===== src/rtl/gf_region_symbol_engine_assert.svh =====
// ----------------------------------------------------------------------------
// GF region symbol engine assertion macros
// Concurrent property wrappers on i_clk, held off while i_rst_n is low.
// ----------------------------------------------------------------------------
`ifndef GF_REGION_SYMBOL_ENGINE_ASSERT_SVH
`define GF_REGION_SYMBOL_ENGINE_ASSERT_SVH

// Same-cycle implication
`define GRSE_ASSERT_NOW(label, ante, cons, msg) \
    label: assert property (@(posedge i_clk) disable iff (!i_rst_n) \
        (ante) |-> (cons)) else $error(msg);

// Next-cycle implication
`define GRSE_ASSERT_NEXT(label, ante, cons, msg) \
    label: assert property (@(posedge i_clk) disable iff (!i_rst_n) \
        (ante) |=> (cons)) else $error(msg);

`endif


===== src/rtl/grse_pkg.sv =====
// ----------------------------------------------------------------------------
// grse_pkg
// Types, codes and field-reduction constants for the GF region symbol engine.
// ----------------------------------------------------------------------------
`default_nettype none

package grse_pkg;

    localparam int SYM_W     = 16;
    localparam int OP_W      = 3;
    localparam int CFG_IDX_W = 2;
    localparam int CFG_DAT_W = 16;

    localparam logic [7:0]  GF8_POLY_LOW  = 8'h1D;
    localparam logic [15:0] GF16_POLY_LOW = 16'h002D;

    typedef enum logic [OP_W-1:0] {
        OP_MUL  = 3'd0,
        OP_MAC  = 3'd1,
        OP_DMAC = 3'd2,
        OP_XOR  = 3'd3,
        OP_FFT  = 3'd4,
        OP_IFFT = 3'd5
    } t_op;

    typedef enum logic [CFG_IDX_W-1:0] {
        CFG_FIELD_MODE  = 2'd0,
        CFG_COEF_FIRST  = 2'd1,
        CFG_COEF_SECOND = 2'd2
    } t_cfg_idx;

    typedef struct packed {
        logic [OP_W-1:0]  op;
        logic [SYM_W-1:0] sym_a;
        logic [SYM_W-1:0] sym_b;
        logic [SYM_W-1:0] sym_c;
        logic             last_in;
    } t_item;

    typedef struct packed {
        logic [SYM_W-1:0] out_first;
        logic [SYM_W-1:0] out_second;
        logic             last_out;
    } t_result;

    // x^k mod p for k = 8..14 (GF(2^8), p = 0x11D)
    localparam logic [7:0] GF8_RED [0:6] = '{
        GF8_POLY_LOW, 8'h3A, 8'h74, 8'hE8, 8'hCD, 8'h87, 8'h13
    };

    // x^k mod p for k = 16..30 (GF(2^16), p = 0x1002D)
    localparam logic [15:0] GF16_RED [0:14] = '{
        GF16_POLY_LOW, 16'h005A, 16'h00B4, 16'h0168, 16'h02D0,
        16'h05A0, 16'h0B40, 16'h1680, 16'h2D00, 16'h5A00,
        16'hB400, 16'h682D, 16'hD05A, 16'hA099, 16'h411F
    };

    // Carry-less product, then fold each high bit back with its residue.
    // Operands arrive already masked to the field width.
    function automatic logic [SYM_W-1:0] gf_mul(
        input logic [SYM_W-1:0] v,
        input logic [SYM_W-1:0] c,
        input logic             wide
    );
        logic [2*SYM_W-2:0] prod;
        logic [SYM_W-1:0]   acc;
        prod = '0;
        for (int i = 0; i < SYM_W; i++) begin
            if (c[i]) begin
                prod = prod ^ ({{(SYM_W-1){1'b0}}, v} << i);
            end
        end
        if (wide) begin
            acc = prod[SYM_W-1:0];
            for (int k = 0; k < SYM_W-1; k++) begin
                if (prod[SYM_W+k]) begin
                    acc = acc ^ GF16_RED[k];
                end
            end
        end else begin
            acc = {8'h00, prod[7:0]};
            for (int k = 0; k < 7; k++) begin
                if (prod[8+k]) begin
                    acc = acc ^ {8'h00, GF8_RED[k]};
                end
            end
        end
        return acc;
    endfunction

endpackage

`default_nettype wire


===== src/rtl/gf_region_symbol_engine.sv =====
// ----------------------------------------------------------------------------
// gf_region_symbol_engine
// Per-symbol GF(2^8)/GF(2^16) constant multiply, multiply-accumulate, XOR and
// additive-FFT butterflies, one symbol per clock while busy is low.
// ----------------------------------------------------------------------------
//  Channel   Direction  Handshake                  Payload
//  item      in         start && !busy             i_item   (grse_pkg::t_item)
//  result    out        o_res_valid (one cycle)    o_res    (grse_pkg::t_result)
//  config    in         i_cfg_valid && o_cfg_ready i_cfg_index, i_cfg_data
//
//  Items pass the input register, then the field multiply network into the
//  result register. A new item is taken every cycle while busy is low.
//  busy is high in reset and the first cycle after; i_rst_n is synchronous.
//  The receiver cannot stall; every accepted item yields one result strobe.
// ----------------------------------------------------------------------------
`default_nettype none

module gf_region_symbol_engine (
    input  wire logic                               i_clk,
    input  wire logic                               i_rst_n,
    input  wire logic                               start,
    output logic                                    busy,
    input  wire grse_pkg::t_item                    i_item,
    output logic                                    o_res_valid,
    output grse_pkg::t_result                       o_res,
    input  wire logic                               i_cfg_valid,
    output logic                                    o_cfg_ready,
    input  wire logic [grse_pkg::CFG_IDX_W-1:0]     i_cfg_index,
    input  wire logic [grse_pkg::CFG_DAT_W-1:0]     i_cfg_data
);

    logic                         r_live;
    logic                         r_field_mode;
    logic [grse_pkg::SYM_W-1:0]   r_coef_first;
    logic [grse_pkg::SYM_W-1:0]   r_coef_second;

    logic                         r_in_vld;
    grse_pkg::t_item              r_in;
    logic                         r_res_vld;
    grse_pkg::t_result            r_res;
    grse_pkg::t_result            n_res;

    logic [grse_pkg::SYM_W-1:0]   mask;
    logic [grse_pkg::SYM_W-1:0]   a, b, c, c1, c2;
    logic [grse_pkg::SYM_W-1:0]   mul_src;
    logic [grse_pkg::SYM_W-1:0]   prod1, prod2, diff;

    assign busy        = !r_live;
    assign o_cfg_ready = r_live;
    assign o_res_valid = r_res_vld;
    assign o_res       = r_res;

    // Control and configuration
    always_ff @(posedge i_clk) begin
        if (!i_rst_n) begin
            r_live        <= 1'b0;
            r_field_mode  <= 1'b0;
            r_coef_first  <= '0;
            r_coef_second <= '0;
            r_in_vld      <= 1'b0;
            r_res_vld     <= 1'b0;
        end else begin
            r_live    <= 1'b1;
            r_in_vld  <= start && !busy;
            r_res_vld <= r_in_vld;
            if (i_cfg_valid && o_cfg_ready) begin
                case (grse_pkg::t_cfg_idx'(i_cfg_index))
                    grse_pkg::CFG_FIELD_MODE:  r_field_mode  <= i_cfg_data[0];
                    grse_pkg::CFG_COEF_FIRST:  r_coef_first  <= i_cfg_data;
                    grse_pkg::CFG_COEF_SECOND: r_coef_second <= i_cfg_data;
                    default: ;
                endcase
            end
        end
    end

    // Payload registers
    always_ff @(posedge i_clk) begin
        if (start && !busy) begin
            r_in <= i_item;
        end
        r_res <= n_res;
    end

    always_comb begin
        mask = r_field_mode ? {grse_pkg::SYM_W{1'b1}} : {8'h00, 8'hFF};
        a    = r_in.sym_a & mask;
        b    = r_in.sym_b & mask;
        c    = r_in.sym_c & mask;
        c1   = r_coef_first & mask;
        c2   = r_coef_second & mask;
        diff = a ^ b;
        // The butterflies multiply y; the inverse one multiplies x^y.
        case (grse_pkg::t_op'(r_in.op))
            grse_pkg::OP_FFT:  mul_src = b;
            grse_pkg::OP_IFFT: mul_src = diff;
            default:           mul_src = a;
        endcase
        prod1 = grse_pkg::gf_mul(mul_src, c1, r_field_mode);
        prod2 = grse_pkg::gf_mul(a, c2, r_field_mode);

        n_res.out_first  = '0;
        n_res.out_second = '0;
        n_res.last_out   = r_in.last_in;
        case (grse_pkg::t_op'(r_in.op))
            grse_pkg::OP_MUL: begin
                n_res.out_first = prod1;
            end
            grse_pkg::OP_MAC: begin
                n_res.out_first = b ^ prod1;
            end
            grse_pkg::OP_DMAC: begin
                n_res.out_first  = b ^ prod1;
                n_res.out_second = c ^ prod2;
            end
            grse_pkg::OP_XOR: begin
                n_res.out_first = diff;
            end
            grse_pkg::OP_FFT: begin
                n_res.out_first  = a ^ prod1;
                n_res.out_second = b ^ a ^ prod1;
            end
            grse_pkg::OP_IFFT: begin
                n_res.out_first  = a ^ prod1;
                n_res.out_second = diff;
            end
            default: ;
        endcase
    end

`include "gf_region_symbol_engine_assert.svh"

    `GRSE_ASSERT_NOW(a_res_from_accept, o_res_valid, $past(start && !busy, 2), "result without accepted item")
    `GRSE_ASSERT_NEXT(a_accept_to_res, r_in_vld, o_res_valid, "accepted item produced no result")
    `GRSE_ASSERT_NOW(a_last_passes, o_res_valid, o_res.last_out == $past(i_item.last_in, 2), "last flag corrupted")
    `GRSE_ASSERT_NOW(a_narrow_high_zero, o_res_valid && !r_field_mode, (o_res.out_first[15:8] == 8'h00) && (o_res.out_second[15:8] == 8'h00), "high byte set in 8-bit mode")
    `GRSE_ASSERT_NEXT(a_unused_op_zero, r_in_vld && (r_in.op > grse_pkg::OP_IFFT), (o_res.out_first == '0) && (o_res.out_second == '0), "unused op gave nonzero result")

endmodule

`default_nettype wire


===== config.mk =====
export PLATFORM = sky130hd
export DESIGN_NAME = gf_region_symbol_engine
export DESIGN_NICKNAME = d
export VERILOG_FILES = /design/src/rtl/grse_pkg.sv /design/src/rtl/gf_region_symbol_engine.sv
export VERILOG_INCLUDE_DIRS = /design/src /design/src/rtl
export SDC_FILE = /design/constraint.sdc
export NUM_CORES = 1
export LEC_CHECK = 0
export BUFFER_PORTS_ARGS = -buffer_cell sky130_fd_sc_hd__clkbuf_2
export CAP_MARGIN = 20
export CORE_AREA = 2 2 183 185
export DETAILED_ROUTE_END_ITERATION = 6
export DIE_AREA = 0 0 185 187
export PLACE_DENSITY_LB_ADDON = 0.15
export SLEW_MARGIN = 20
export SYNTH_ARGS = -nofsm -noshare
export SYNTH_HDL_FRONTEND = slang
export SYNTH_SLANG_ARGS = --single-unit

===== constraint.sdc =====
create_clock -name i_clk -period 6.43 [get_ports i_clk]
set_input_delay 1.286 -clock i_clk [delete_from_list [all_inputs] [get_ports i_clk]]
set_output_delay 1.286 -clock i_clk [all_outputs]
set_load 0.03 [all_outputs]

### Word level (Yosys, flattened, before mapping)

Cells that the tools add are included.

| word-level totals | value |
|---|---|
| bits in registers | 121 |
| output and inout bits | 36 |

| cells by class | value |
|---|---|
| eq/ne operators | 7 |
| multiplexer cells | 123 |
| bitwise logic cells | 84 |
| reductions and logical operators | 10 |

Operators by type and width:

| kind | count |
|---|---|
| 2-to-1 mux 31 bit | 30 |
| 2-to-1 mux 16 bit | 51 |
| NOT 4 bit | 32 |
| 2-to-1 mux 15 bit | 6 |
| AND 16 bit | 5 |
| XOR 16 bit | 5 |
| 2-to-1 mux 8 bit | 8 |
| one-hot mux 16 bit (4 select lines) | 1 |
| XOR 31 x 17 -> 31 bit | 2 |
| XOR 31 x 18 -> 31 bit | 2 |
| XOR 31 x 19 -> 31 bit | 2 |
| XOR 31 x 20 -> 31 bit | 2 |
| XOR 31 x 21 -> 31 bit | 2 |
| XOR 31 x 22 -> 31 bit | 2 |
| XOR 31 x 23 -> 31 bit | 2 |
| XOR 31 x 24 -> 31 bit | 2 |
| XOR 31 x 25 -> 31 bit | 2 |
| XOR 31 x 26 -> 31 bit | 2 |
| XOR 31 x 27 -> 31 bit | 2 |
| XOR 31 x 28 -> 31 bit | 2 |
| XOR 31 x 29 -> 31 bit | 2 |
| XOR 31 x 30 -> 31 bit | 2 |
| XOR 31 bit | 2 |
| one-hot mux 16 bit (3 select lines) | 1 |
| 26 further kinds | 55 |

### Longest topological paths before layout

Gate-level depths: netlist of the first run.

| logic depth | value |
|---|---|
| word-level depth | 82 |
| gate-level depth with buffers | 16 |
| gate-level depth less buffers | 13 |

### Worst setup path before layout of the first run

OpenSTA, ideal clock, no wires.

| path | value |
|---|---|
| path type | register to register |
| from | register r_in[49] (netlist bit) |
| to | register r_res, in the netlist o_res[22] |
| library setup time | 0.103 ns |
| arrival time | 3.461 ns |
| slack | 2.867 ns |
| stages on the path, launching flop included | 14 |
| period minus slack after synthesis | 3.563 ns |
| cells stage by stage | edfxtp_1 nor2b_1 o21ai_1 a21oi_1 xnor3_1 xnor3_1 xnor3_1 xnor3_1 xnor3_1 a21oi_1 xnor2_1 and2_1 o21ai_1 a222oi_1 |

RTL lines:

| item | line | RTL |
|---|---|---|
| from (decl) | gf_region_symbol_engine.sv:38 | `grse_pkg::t_item r_in;` |
| from (signal assigned) | gf_region_symbol_engine.sv:80 | `r_in <= i_item;` |
| to (signal assigned) | gf_region_symbol_engine.sv:82 | `r_res <= n_res;` |
| to (decl) | gf_region_symbol_engine.sv:40 | `grse_pkg::t_result r_res;` |

==> out/results.tsv, run 1 <==
stage	metric	value	unit
logic_synthesis	post-synthesis simple-gate area fraction	0.1931	
worst_setup_path	Setup crit start kind	register	
clock_network	CTS tree	yes	
final_layout	Antenna Cells	0	
clock_network	post-CTS setup buffers	0	
worst_setup_path	Worst EP required	6.80	ns
logic_synthesis	mux share of post-synthesis cell area	0.006870	
timing	Final setup viols	0	
clock_network	clk root buf	clkbuf_16	
placement	DP Worst Slack	1.215	ns
logic_synthesis	Synth Area in Adders	0.002714	
timing	Achievable Freq	0.1865	GHz
logic_synthesis	Yosys top cell area share	0.2321	
placement	post-DP HPWL	36570	um
detailed_routing	DRC viols	0	
logic_synthesis	XOR/XNOR share of the synthesized area	0.3992	
logic_synthesis	register area share after synthesis	0.1995	
timing	Slew HR	0.2046	
detailed_routing	Initial DRC Count	1698	
floorplanning	IO Count	110	
logic_synthesis	main combinational cell family by area after synthesis	XOR/XNOR gates	
timing	worst setup margin	1.067	ns
power	Peak supply drop	194.0	uV
logic_synthesis	YS warnings	0	
grt	gr usage total	0.3039	
timing	Hold WS	0.3432	ns
floorplanning	Initial Util	0.4489	
detailed_routing	Routed WL	52600	um
clock_network	H-tree depth	4	
grt	GRT Residual Overflow	0	
outcome	outcome	finished clean	
final_layout	layout cells sized above 1	0.1146	
grt	first-pass GRT wire length	79430	um
final_layout	NumNets Final	2024	
logic_synthesis	most frequent cell after synthesis	nand2_1	
logic_synthesis	Yosys reg bits	121	
detailed_routing	Via density	5.692	
power	leakage	5.592	nW
floorplanning	row count	67	
final_layout	Fillers	3300	
power	pwr/cell area	158.8	nW/um2
run	Max Cap Violations	0	
clock_network	total clock sinks	121	
clock_network	Post-CTS Resized	0	
final_layout	area of the multi-input gates	11110	um2
worst_setup_path	critical path class	register to register	
placement	GPL Wtd Cong	0.9642	
clock_network	clock latency on the worst-skew pair	0.45	ns
timing	Final min period	5.363	ns
logic_synthesis	prevailing post-synth register cell	dfxtp_1	
detailed_routing	Avg WL per Cell	21.82	um
logic_synthesis	async set or reset register ratio after synthesis	0	
placement	I/O Buffers	109	
floorplanning	Die Span X	185	um
detailed_routing	drt pass-1 iters	5	
timing	final number of max-transition violations	0	
timing	Slew @ Worst Pin	1.185	ns
clock_network	CTS clock-pin slew for the worst setup and hold paths	0.06	ns
clock_network	TritonCTS buffer count	17	
timing	Final Skew	0.01012	ns
timing	unrepaired setup endpoints after global routing	no	
logic_synthesis	post-synth top area cell	xnor2_1	
logic_synthesis	Synth cell types	84	
worst_setup_path	crit end category	register	
worst_hold_path	hold crit path type	register to register	
logic_synthesis	Cell Area, Synth	14750	um2
final_layout	Storage cell area	2947	um2
logic_synthesis	Cells after Synth	1932	
logic_synthesis	syn_nets	2006	
timing	period utilisation layout	0.8340	
logic_synthesis	post-synthesis compound-gate area fraction	0.1511	
floorplanning	die height	187	um
floorplanning	core area	32860	um2
worst_setup_path	CP max FO	29	
grt	initial antenna violation count	0	
logic_synthesis	Mean Syn Cell Area	7.636	um2
logic_synthesis	Post-synth EDFFs	52	
timing	final total negative setup slack	0	ns
grt	vias in the first global route	12890	
clock_network	hold_buf cts	0	
detailed_routing	routed vias	13720	
logic_synthesis	Commonest cells post-synth	516 x nand2_1, 391 x xnor2_1, 155 x xor2_1	
timing	Hold Fails Final Rpt	0	
logic_synthesis	top post-synthesis cells by area	xnor2_1 23%, nand2_1 13%, edfxtp_1 11%	
clock_network	CTS Buffer Depth	2	
final_layout	Layout area overhead	9.423	%
worst_setup_path	Arrival @ worst endpoint	5.74	ns
floorplanning	DIE AREA	34600	um2
detailed_routing	post-route ant nets	0	
grt	largest net degree at the start of global routing	69	
-- stage by stage --
stage | instance area (um2) | utilization | cells | power [mW]
after CTS | 16140 | 0.4912 | 2411 | 2.568
after detailed placement | 15500 | 0.4716 | 2379 | 1.480
after global routing | 16140 | 0.4912 | 2411 | 2.644
final | 16140 | 0.4912 | 2411 | 2.563
after floorplan | 14750 | - | 1932 | 1.296
after global placement | 15490 | 0.4713 | 2378 | 1.477
-- layer usage --
layer  part of all wire  wire (um)  global-route usage  vias to the layer above
met1               0.43      22850              0.4323                     6524
met2               0.44      22930              0.4592                      740
met3              0.088       4637             0.04128                      119
met5                  0          0                   0                        -
li1                   -          -                   -                     6340
met4              0.042       2183              0.1291                        0
-- worst paths after layout --
check        startpoint   endpoint  slack [ns]  depth (start not counted)
max            r_in[50]  o_res[19]        1.07                         14
min            n_res[0]   o_res[0]        0.34                          0
max reg2reg    r_in[50]  o_res[19]        1.07                         14
min reg2reg    n_res[0]   o_res[0]        0.34                          0
-- power breakdown --
group / internal, mW / switching, mW / leakage [nW] / total [mW]
Clock: 0.689 / 0.399 / 0.307 / 1.09
Sequential: 0.840 / 0.0523 / 1.05 / 0.892
Combinational: 0.221 / 0.362 / 4.23 / 0.583
-- sequential cells by signal (all words and copies together) (netlist names) --
register,flops
r_coef_first,16
n_res,1
r_coef_second,16
o_res_valid,1
r_in_vld,1
o_cfg_ready,1
o_res,33
r_field_mode,1
r_in,51
-- final cells by class --
cell class | count | share of cell area
flip-flops and latches | 121 | 0.1825
inverters | 10 | 0.002325
clock buffers | 18 | 0.02659
clock inverters | 14 | 0.01349
repair buffers | 148 | 0.05193
well taps | 448 | 0.03472
multi-input cells | 1652 | 0.6884
-- critical path, cell delays in order (launching register included) --
cell      delay, ns
edfxtp_1       0.37
buf_4          0.25
nand2b_2       0.41
o21ai_1        1.00
and2_1         0.44
nor2_1         0.11
xnor2_1        0.18
xnor3_1        0.45
xnor2_2        0.51
xnor3_1        0.50
a21oi_1        0.23
xnor2_1        0.32
o22a_1         0.23
o211ai_1       0.08
a21oi_1        0.15
-- cell families (layout without fill, tap and decap cells) --
| group | after synthesis | after routing |
|---|---|---|
| AND/OR/NAND/NOR | 691 | 691 |
| XOR/XNOR | 597 | 597 |
| AO/OA/AOI/OAI | 350 | 350 |
| buffers and inverters | 159 | 190 |
| flip-flops | 121 | 121 |
| multiplexers | 10 | 10 |
| adder cells (fa/ha/maj) | 4 | 4 |
-- cell usage in the layout (no fill, tap or decap), types with 4 or more instances in the layout --
cell type	instances
a211oi_1	11
a21boi_0	48
a21boi_1	4
a21o_1	6
a21oi_1	152
a21oi_2	4
a31oi_1	4
and2_1	13
and3_1	7
buf_4	39
bufinv_16	5
clkbuf_16	17
clkbuf_2	109
dfxtp_1	68
edfxtp_1	52
inv_1	7
maj3_1	4
mux2i_1	9
nand2_1	516
nand2b_1	5
nand3_1	29
nand3_2	5
nor2_1	76
nor2b_1	13
nor3_1	6
o211ai_1	7
o21a_1	7
o21ai_0	31
o21ai_1	15
o221ai_1	4
o22ai_1	16
o32ai_1	4
xnor2_1	391
xnor2_2	9
xnor3_1	33
xnor3_2	5
xor2_1	155
No activity file was read; power rests on OpenSTA's default activity.
==> inputs of run 2 (changes only) <==
clock period = 4.8 ns   (was 6.43 ns; I/O delays follow)
==> out/results.tsv, run 2 (synthesized netlist as in run 1, its figures left out) <==
stage	metric	value	unit
detailed_routing	drt pass-1 iters	5	
final_layout	most frequent cells in the layout	516 x nand2_1, 391 x xnor2_1, 155 x xor2_1	
timing	Hold Fails Final Rpt	0	
timing	Hold WS	0.3527	ns
timing	period utilisation layout	0.9488	
placement	post-DP HPWL	39410	um
floorplanning	die height	187	um
run	Max Cap Violations	0	
power	Sequential Power Share	0.338	
final_layout	layout cells sized above 1	0.1355	
clock_network	Post-CTS Resized	0	
detailed_routing	routed vias	13790	
clock_network	CTS tree	yes	
clock_network	clk root buf	clkbuf_16	
power	cell internal pwr	2.426	mW
clock_network	CTS clock-pin slew for the worst setup and hold paths	0.06	ns
grt	first-pass GRT wire length	80590	um
final_layout	Layout area overhead	11.97	%
final_layout	NumNets Final	2069	
timing	Slew HR	0.3869	
grt	GRT Residual Overflow	0	
floorplanning	core area	32860	um2
power	Clock power frac	0.432	
floorplanning	IO Count	110	
floorplanning	row count	67	
clock_network	hold_buf cts	0	
final_layout	finished layout cell area	16520	um2
final_layout	most common cell after layout, fill and taps aside	nand2_1	
final_layout	register with the most flip-flops	r_in	
placement	placed insts	2424	
timing	Achievable Freq	0.2196	GHz
clock_network	TritonCTS buffer count	17	
timing	Final min period	4.554	ns
detailed_routing	DRC viols	0	
final_layout	Storage cell area	2947	um2
timing	unrepaired setup endpoints after global routing	no	
power	Peak supply drop	270.1	uV
clock_network	CTS Buffer Depth	2	
timing	Slew @ Worst Pin	0.9196	ns
timing	Final Skew	0.01151	ns
placement	GPL Wtd Cong	0.9751	
placement	Placed Area	15830	um2
worst_setup_path	CP max FO	12	
power	pwr/cell area	212.6	nW/um2
outcome	outcome	finished clean	
clock_network	H-tree depth	4	
power	switching power	1.086	mW
timing	worst setup margin	0.2457	ns
final_layout	Fillers	3240	
final_layout	max FFs per register	51	
detailed_routing	Avg WL per Cell	21.94	um
floorplanning	Initial Util	0.4489	
grt	vias in the first global route	13000	
clock_network	clock latency on the worst-skew pair	0.45	ns
grt	gr usage total	0.3112	
clock_network	total clock sinks	121	
power	Total Power	3.512	mW
detailed_routing	Via density	5.614	
final_layout	Post-Layout Cell Count	2456	
worst_setup_path	Arrival @ worst endpoint	4.87	ns
final_layout	area of the multi-input gates	11120	um2
detailed_routing	Initial DRC Count	1603	
timing	final total negative setup slack	0	ns
timing	Final setup viols	0	
grt	initial antenna violation count	0	
placement	DP Worst Slack	0.1567	ns
worst_setup_path	Worst EP required	5.12	ns
detailed_routing	Routed WL	53900	um
final_layout	Antenna Cells	0	
power	leakage	5.833	nW
power	combinational share of power	0.229	
power	sw frac	0.3092	
worst_hold_path	hold crit path type	register to register	
worst_setup_path	crit end category	register	
worst_setup_path	critical path class	register to register	
floorplanning	Die Span X	185	um
detailed_routing	post-route ant nets	0	
worst_setup_path	Setup crit start kind	register	
grt	largest net degree at the start of global routing	71	
floorplanning	DIE AREA	34600	um2
placement	I/O Buffers	109	
worst_setup_path	R2R setup slack	0.25	ns
clock_network	post-CTS setup buffers	0	
final_layout	Layout Utilization	0.5027	
timing	final number of max-transition violations	0	
[run 2: per-layer routing]
| metal | wire length [um] | up-vias | track usage |
|---|---|---|---|
| met5 | 0 | - | 0 |
| met4 | 2299 | 0 | 0.1368 |
| met3 | 4698 | 104 | 0.06172 |
| met2 | 23700 | 706 | 0.4728 |
| met1 | 23190 | 6559 | 0.4266 |
| li1 | - | 6419 | - |
[run 2: area by class of cell]
type	instances	share of cell area
Inverter	10	0.002272
Timing Repair Buffer	193	0.07120
Multi-Input combinational cell	1652	0.6732
Clock inverter	14	0.01447
Tap cell	448	0.03393
Sequential cell	121	0.1784
Clock buffer	18	0.02659
[run 2: final timing paths]
path	startpoint	to	depth (start not counted)
worst min register to register	n_res[0]	o_res[0]	0
worst min-delay path	n_res[0]	o_res[0]	0
worst max register to register	r_in[50]	o_res[11]	13
worst max-delay path	r_in[50]	o_res[11]	13
[run 2: worst max-delay path, stage by stage, from the launching register on]
cell and delay (ns):
edfxtp_1 0.40, nand2b_2 0.40, o21ai_1 0.71, buf_4 0.31, nand2_1 0.11, and3_1 0.21
xnor3_1 0.36, xor2_1 0.52, xnor2_1 0.27, xnor3_1 0.51, nand2_1 0.18, nor2_1 0.08
xnor2_1 0.26, o22ai_1 0.11
[run 2: power groups by stage]
stage	registers, mW	logic (mW)	clock network, mW
global route	1.19	0.861	1.57
floorplan	1.21	0.524	0
global placement	1.21	0.793	0
CTS	1.19	0.799	1.54
finish	1.19	0.806	1.52
detailed placement	1.21	0.796	0
==> inputs of run 3 (changes only) <==
CORE_AREA = 2 2 257 132   (was 2 2 183 185)
DIE_AREA = 0 0 259 134   (was 0 0 185 187)
==> out/results.tsv, run 3 (synthesized netlist as in run 1, its figures left out) <==
stage	metric	value	unit
worst_setup_path	crit end category	register	
worst_setup_path	number of buffers and inverters on the critical path	2	
final_layout	Fillers	3216	
power	Peak supply drop	211.2	uV
clock_network	CTS clock-pin slew for the worst setup and hold paths	0.07	ns
power	leakage	5.912	nW
worst_setup_path	CP max FO	23	
power	switching power	1.147	mW
detailed_routing	Routed WL	62040	um
final_layout	most common cell after layout, fill and taps aside	nand2_1	
clock_network	post-CTS setup buffers	0	
floorplanning	row count	47	
timing	Final Skew	0.01067	ns
clock_network	clk root buf	clkbuf_16	
timing	Slew @ Worst Pin	0.8552	ns
clock_network	total clock sinks	121	
timing	Slew HR	0.4261	
power	Clock power frac	0.403	
worst_setup_path	worst setup path start	r_in[50]	
worst_setup_path	CP peak stage delay	0.55	ns
grt	first-pass GRT wire length	89950	um
timing	Hold Fails Final Rpt	0	
final_layout	most frequent cells in the layout	516 x nand2_1, 391 x xnor2_1, 155 x xor2_1	
floorplanning	die height	134	um
clock_network	TritonCTS buffer count	17	
placement	GPL Wtd Cong	1.055	
floorplanning	core area	32520	um2
outcome	outcome	finished clean	
clock_network	H-tree depth	4	
timing	period utilisation layout	0.9729	
worst_setup_path	R2R setup slack	0.13	ns
clock_network	CTS tree	yes	
placement	DP Worst Slack	0.2289	ns
clock_network	clock latency on the worst-skew pair	0.44	ns
worst_setup_path	slowest stage cell, crit path	a21oi_1	
worst_setup_path	Setup crit start kind	register	
detailed_routing	Via density	5.756	
floorplanning	Initial Util	0.4537	
worst_setup_path	worst flop-to-flop path startpoint	r_in[50]	
final_layout	Layout area overhead	12.77	%
power	combinational share of power	0.249	
grt	gr usage total	0.3570	
worst_setup_path	Critical R2R Capture	o_res[4]	
worst_setup_path	Worst Setup EP	o_res[4]	
final_layout	layout cells sized above 1	0.1452	
placement	post-DP HPWL	47480	um
worst_hold_path	hold crit path type	register to register	
power	pwr/cell area	204.8	nW/um2
floorplanning	IO Count	110	
worst_setup_path	Crit path depth	14	
grt	initial antenna violation count	1	
power	cell internal pwr	2.260	mW
worst_setup_path	crit path cell chain	and2b_1, buf_4, nand3_1, buf_4, a21oi_1, xor2_1, xnor2_1, xnor2_1, xnor3_2, xnor3_1, o21ba_2, xnor2_2, o32a_1, o22ai_1	
timing	Achievable Freq	0.2141	GHz
detailed_routing	DRC viols	0	
timing	worst setup margin	0.1302	ns
timing	Final setup viols	0	
worst_setup_path	delay-heaviest family, CP	XOR/XNOR gates	
grt	largest net degree at the start of global routing	63	
timing	final total negative setup slack	0	ns
run	Max Cap Violations	0	
floorplanning	DIE AREA	34710	um2
timing	final number of max-transition violations	0	
worst_setup_path	Worst EP required	5.15	ns
power	sw frac	0.3367	
grt	vias in the first global route	13200	
floorplanning	Die Span X	259	um
detailed_routing	routed vias	14230	
final_layout	Antenna Cells	0	
timing	Hold WS	0.3583	ns
detailed_routing	Avg WL per Cell	25.09	um
timing	Final min period	4.670	ns
final_layout	NumNets Final	2093	
worst_setup_path	FF-to-FF path depth	14	
placement	I/O Buffers	109	
worst_setup_path	critical path class	register to register	
timing	unrepaired setup endpoints after global routing	no	
worst_hold_path	hold depth	0	
final_layout	max FFs per register	51	
clock_network	CTS Buffer Depth	2	
detailed_routing	post-route ant nets	0	
detailed_routing	drt pass-1 iters	5	
power	Sequential Power Share	0.349	
final_layout	register with the most flip-flops	r_in	
worst_setup_path	Arrival @ worst endpoint	5.02	ns
detailed_routing	Initial DRC Count	1984	
grt	GRT Residual Overflow	0	
clock_network	hold_buf cts	0	
run 3: cell count changes in the layout (fill, tap and decap cells not counted), sizes merged:
cell,previous run,this run
buf,84,108
bufinv,6,3
clkinv,4,6
clkinvlp,2,3
run 3: cell type report:
| cell class | count | area (um2) | area share |
|---|---|---|---|
| Tap cell | 441 | 551.8 | 0.03317 |
| Inverter | 10 | 37.54 | 0.002256 |
| Sequential cell | 121 | 2947 | 0.1771 |
| Timing Repair Buffer | 217 | 1381 | 0.08303 |
| Multi-Input combinational cell | 1652 | 11120 | 0.6684 |
| Clock buffer | 18 | 429.2 | 0.02580 |
| Clock inverter | 14 | 170.2 | 0.01023 |
run 3: timing repair:
| item | 4_1_cts | 5_1_grt |
|---|---|---|
| hold endpoints to repair | 0 | 0 |
| setup endpoints to repair | 0 | 5 |
| gates resized for setup | 0 | 2 |
run 3: routing by layer:
metal,share of wire,vias up,track usage
met1,0.48,6781,0.5566
met5,0,-,0
met4,0.016,0,0.07322
li1,-,6476,-
met2,0.36,907,0.4372
met3,0.15,70,0.1497
run 3: worst min-delay path by stage:
stage	end	from
floorplan	o_res[0]	n_res[0]
global placement	o_res[0]	n_res[0]
detailed placement	o_res[0]	n_res[0]
CTS	o_res[0]	n_res[0]
global route	o_res[0]	n_res[0]
finish	o_res[0]	n_res[0]
run 3: metrics by stage:
stage                     std cells  instance area [um2]  power, mW  utilization
final                          2473                16640      3.407       0.5116
after floorplan                1932                14750      1.737            -
after global routing           2473                16640      3.510       0.5116
after global placement         2441                16030      2.026       0.4929
after CTS                      2473                16630      3.396       0.5114
after detailed placement       2441                16030      2.031       0.4929
run 3: power by group through the flow:
stage | logic [mW] | clock network, mW | registers (mW)
2_1_floorplan | 0.524 | 0 | 1.21
6_report | 0.847 | 1.37 | 1.19
3_3_place_gp | 0.818 | 0 | 1.21
4_1_cts | 0.828 | 1.38 | 1.18
5_1_grt | 0.896 | 1.42 | 1.19
3_5_place_dp | 0.825 | 0 | 1.21
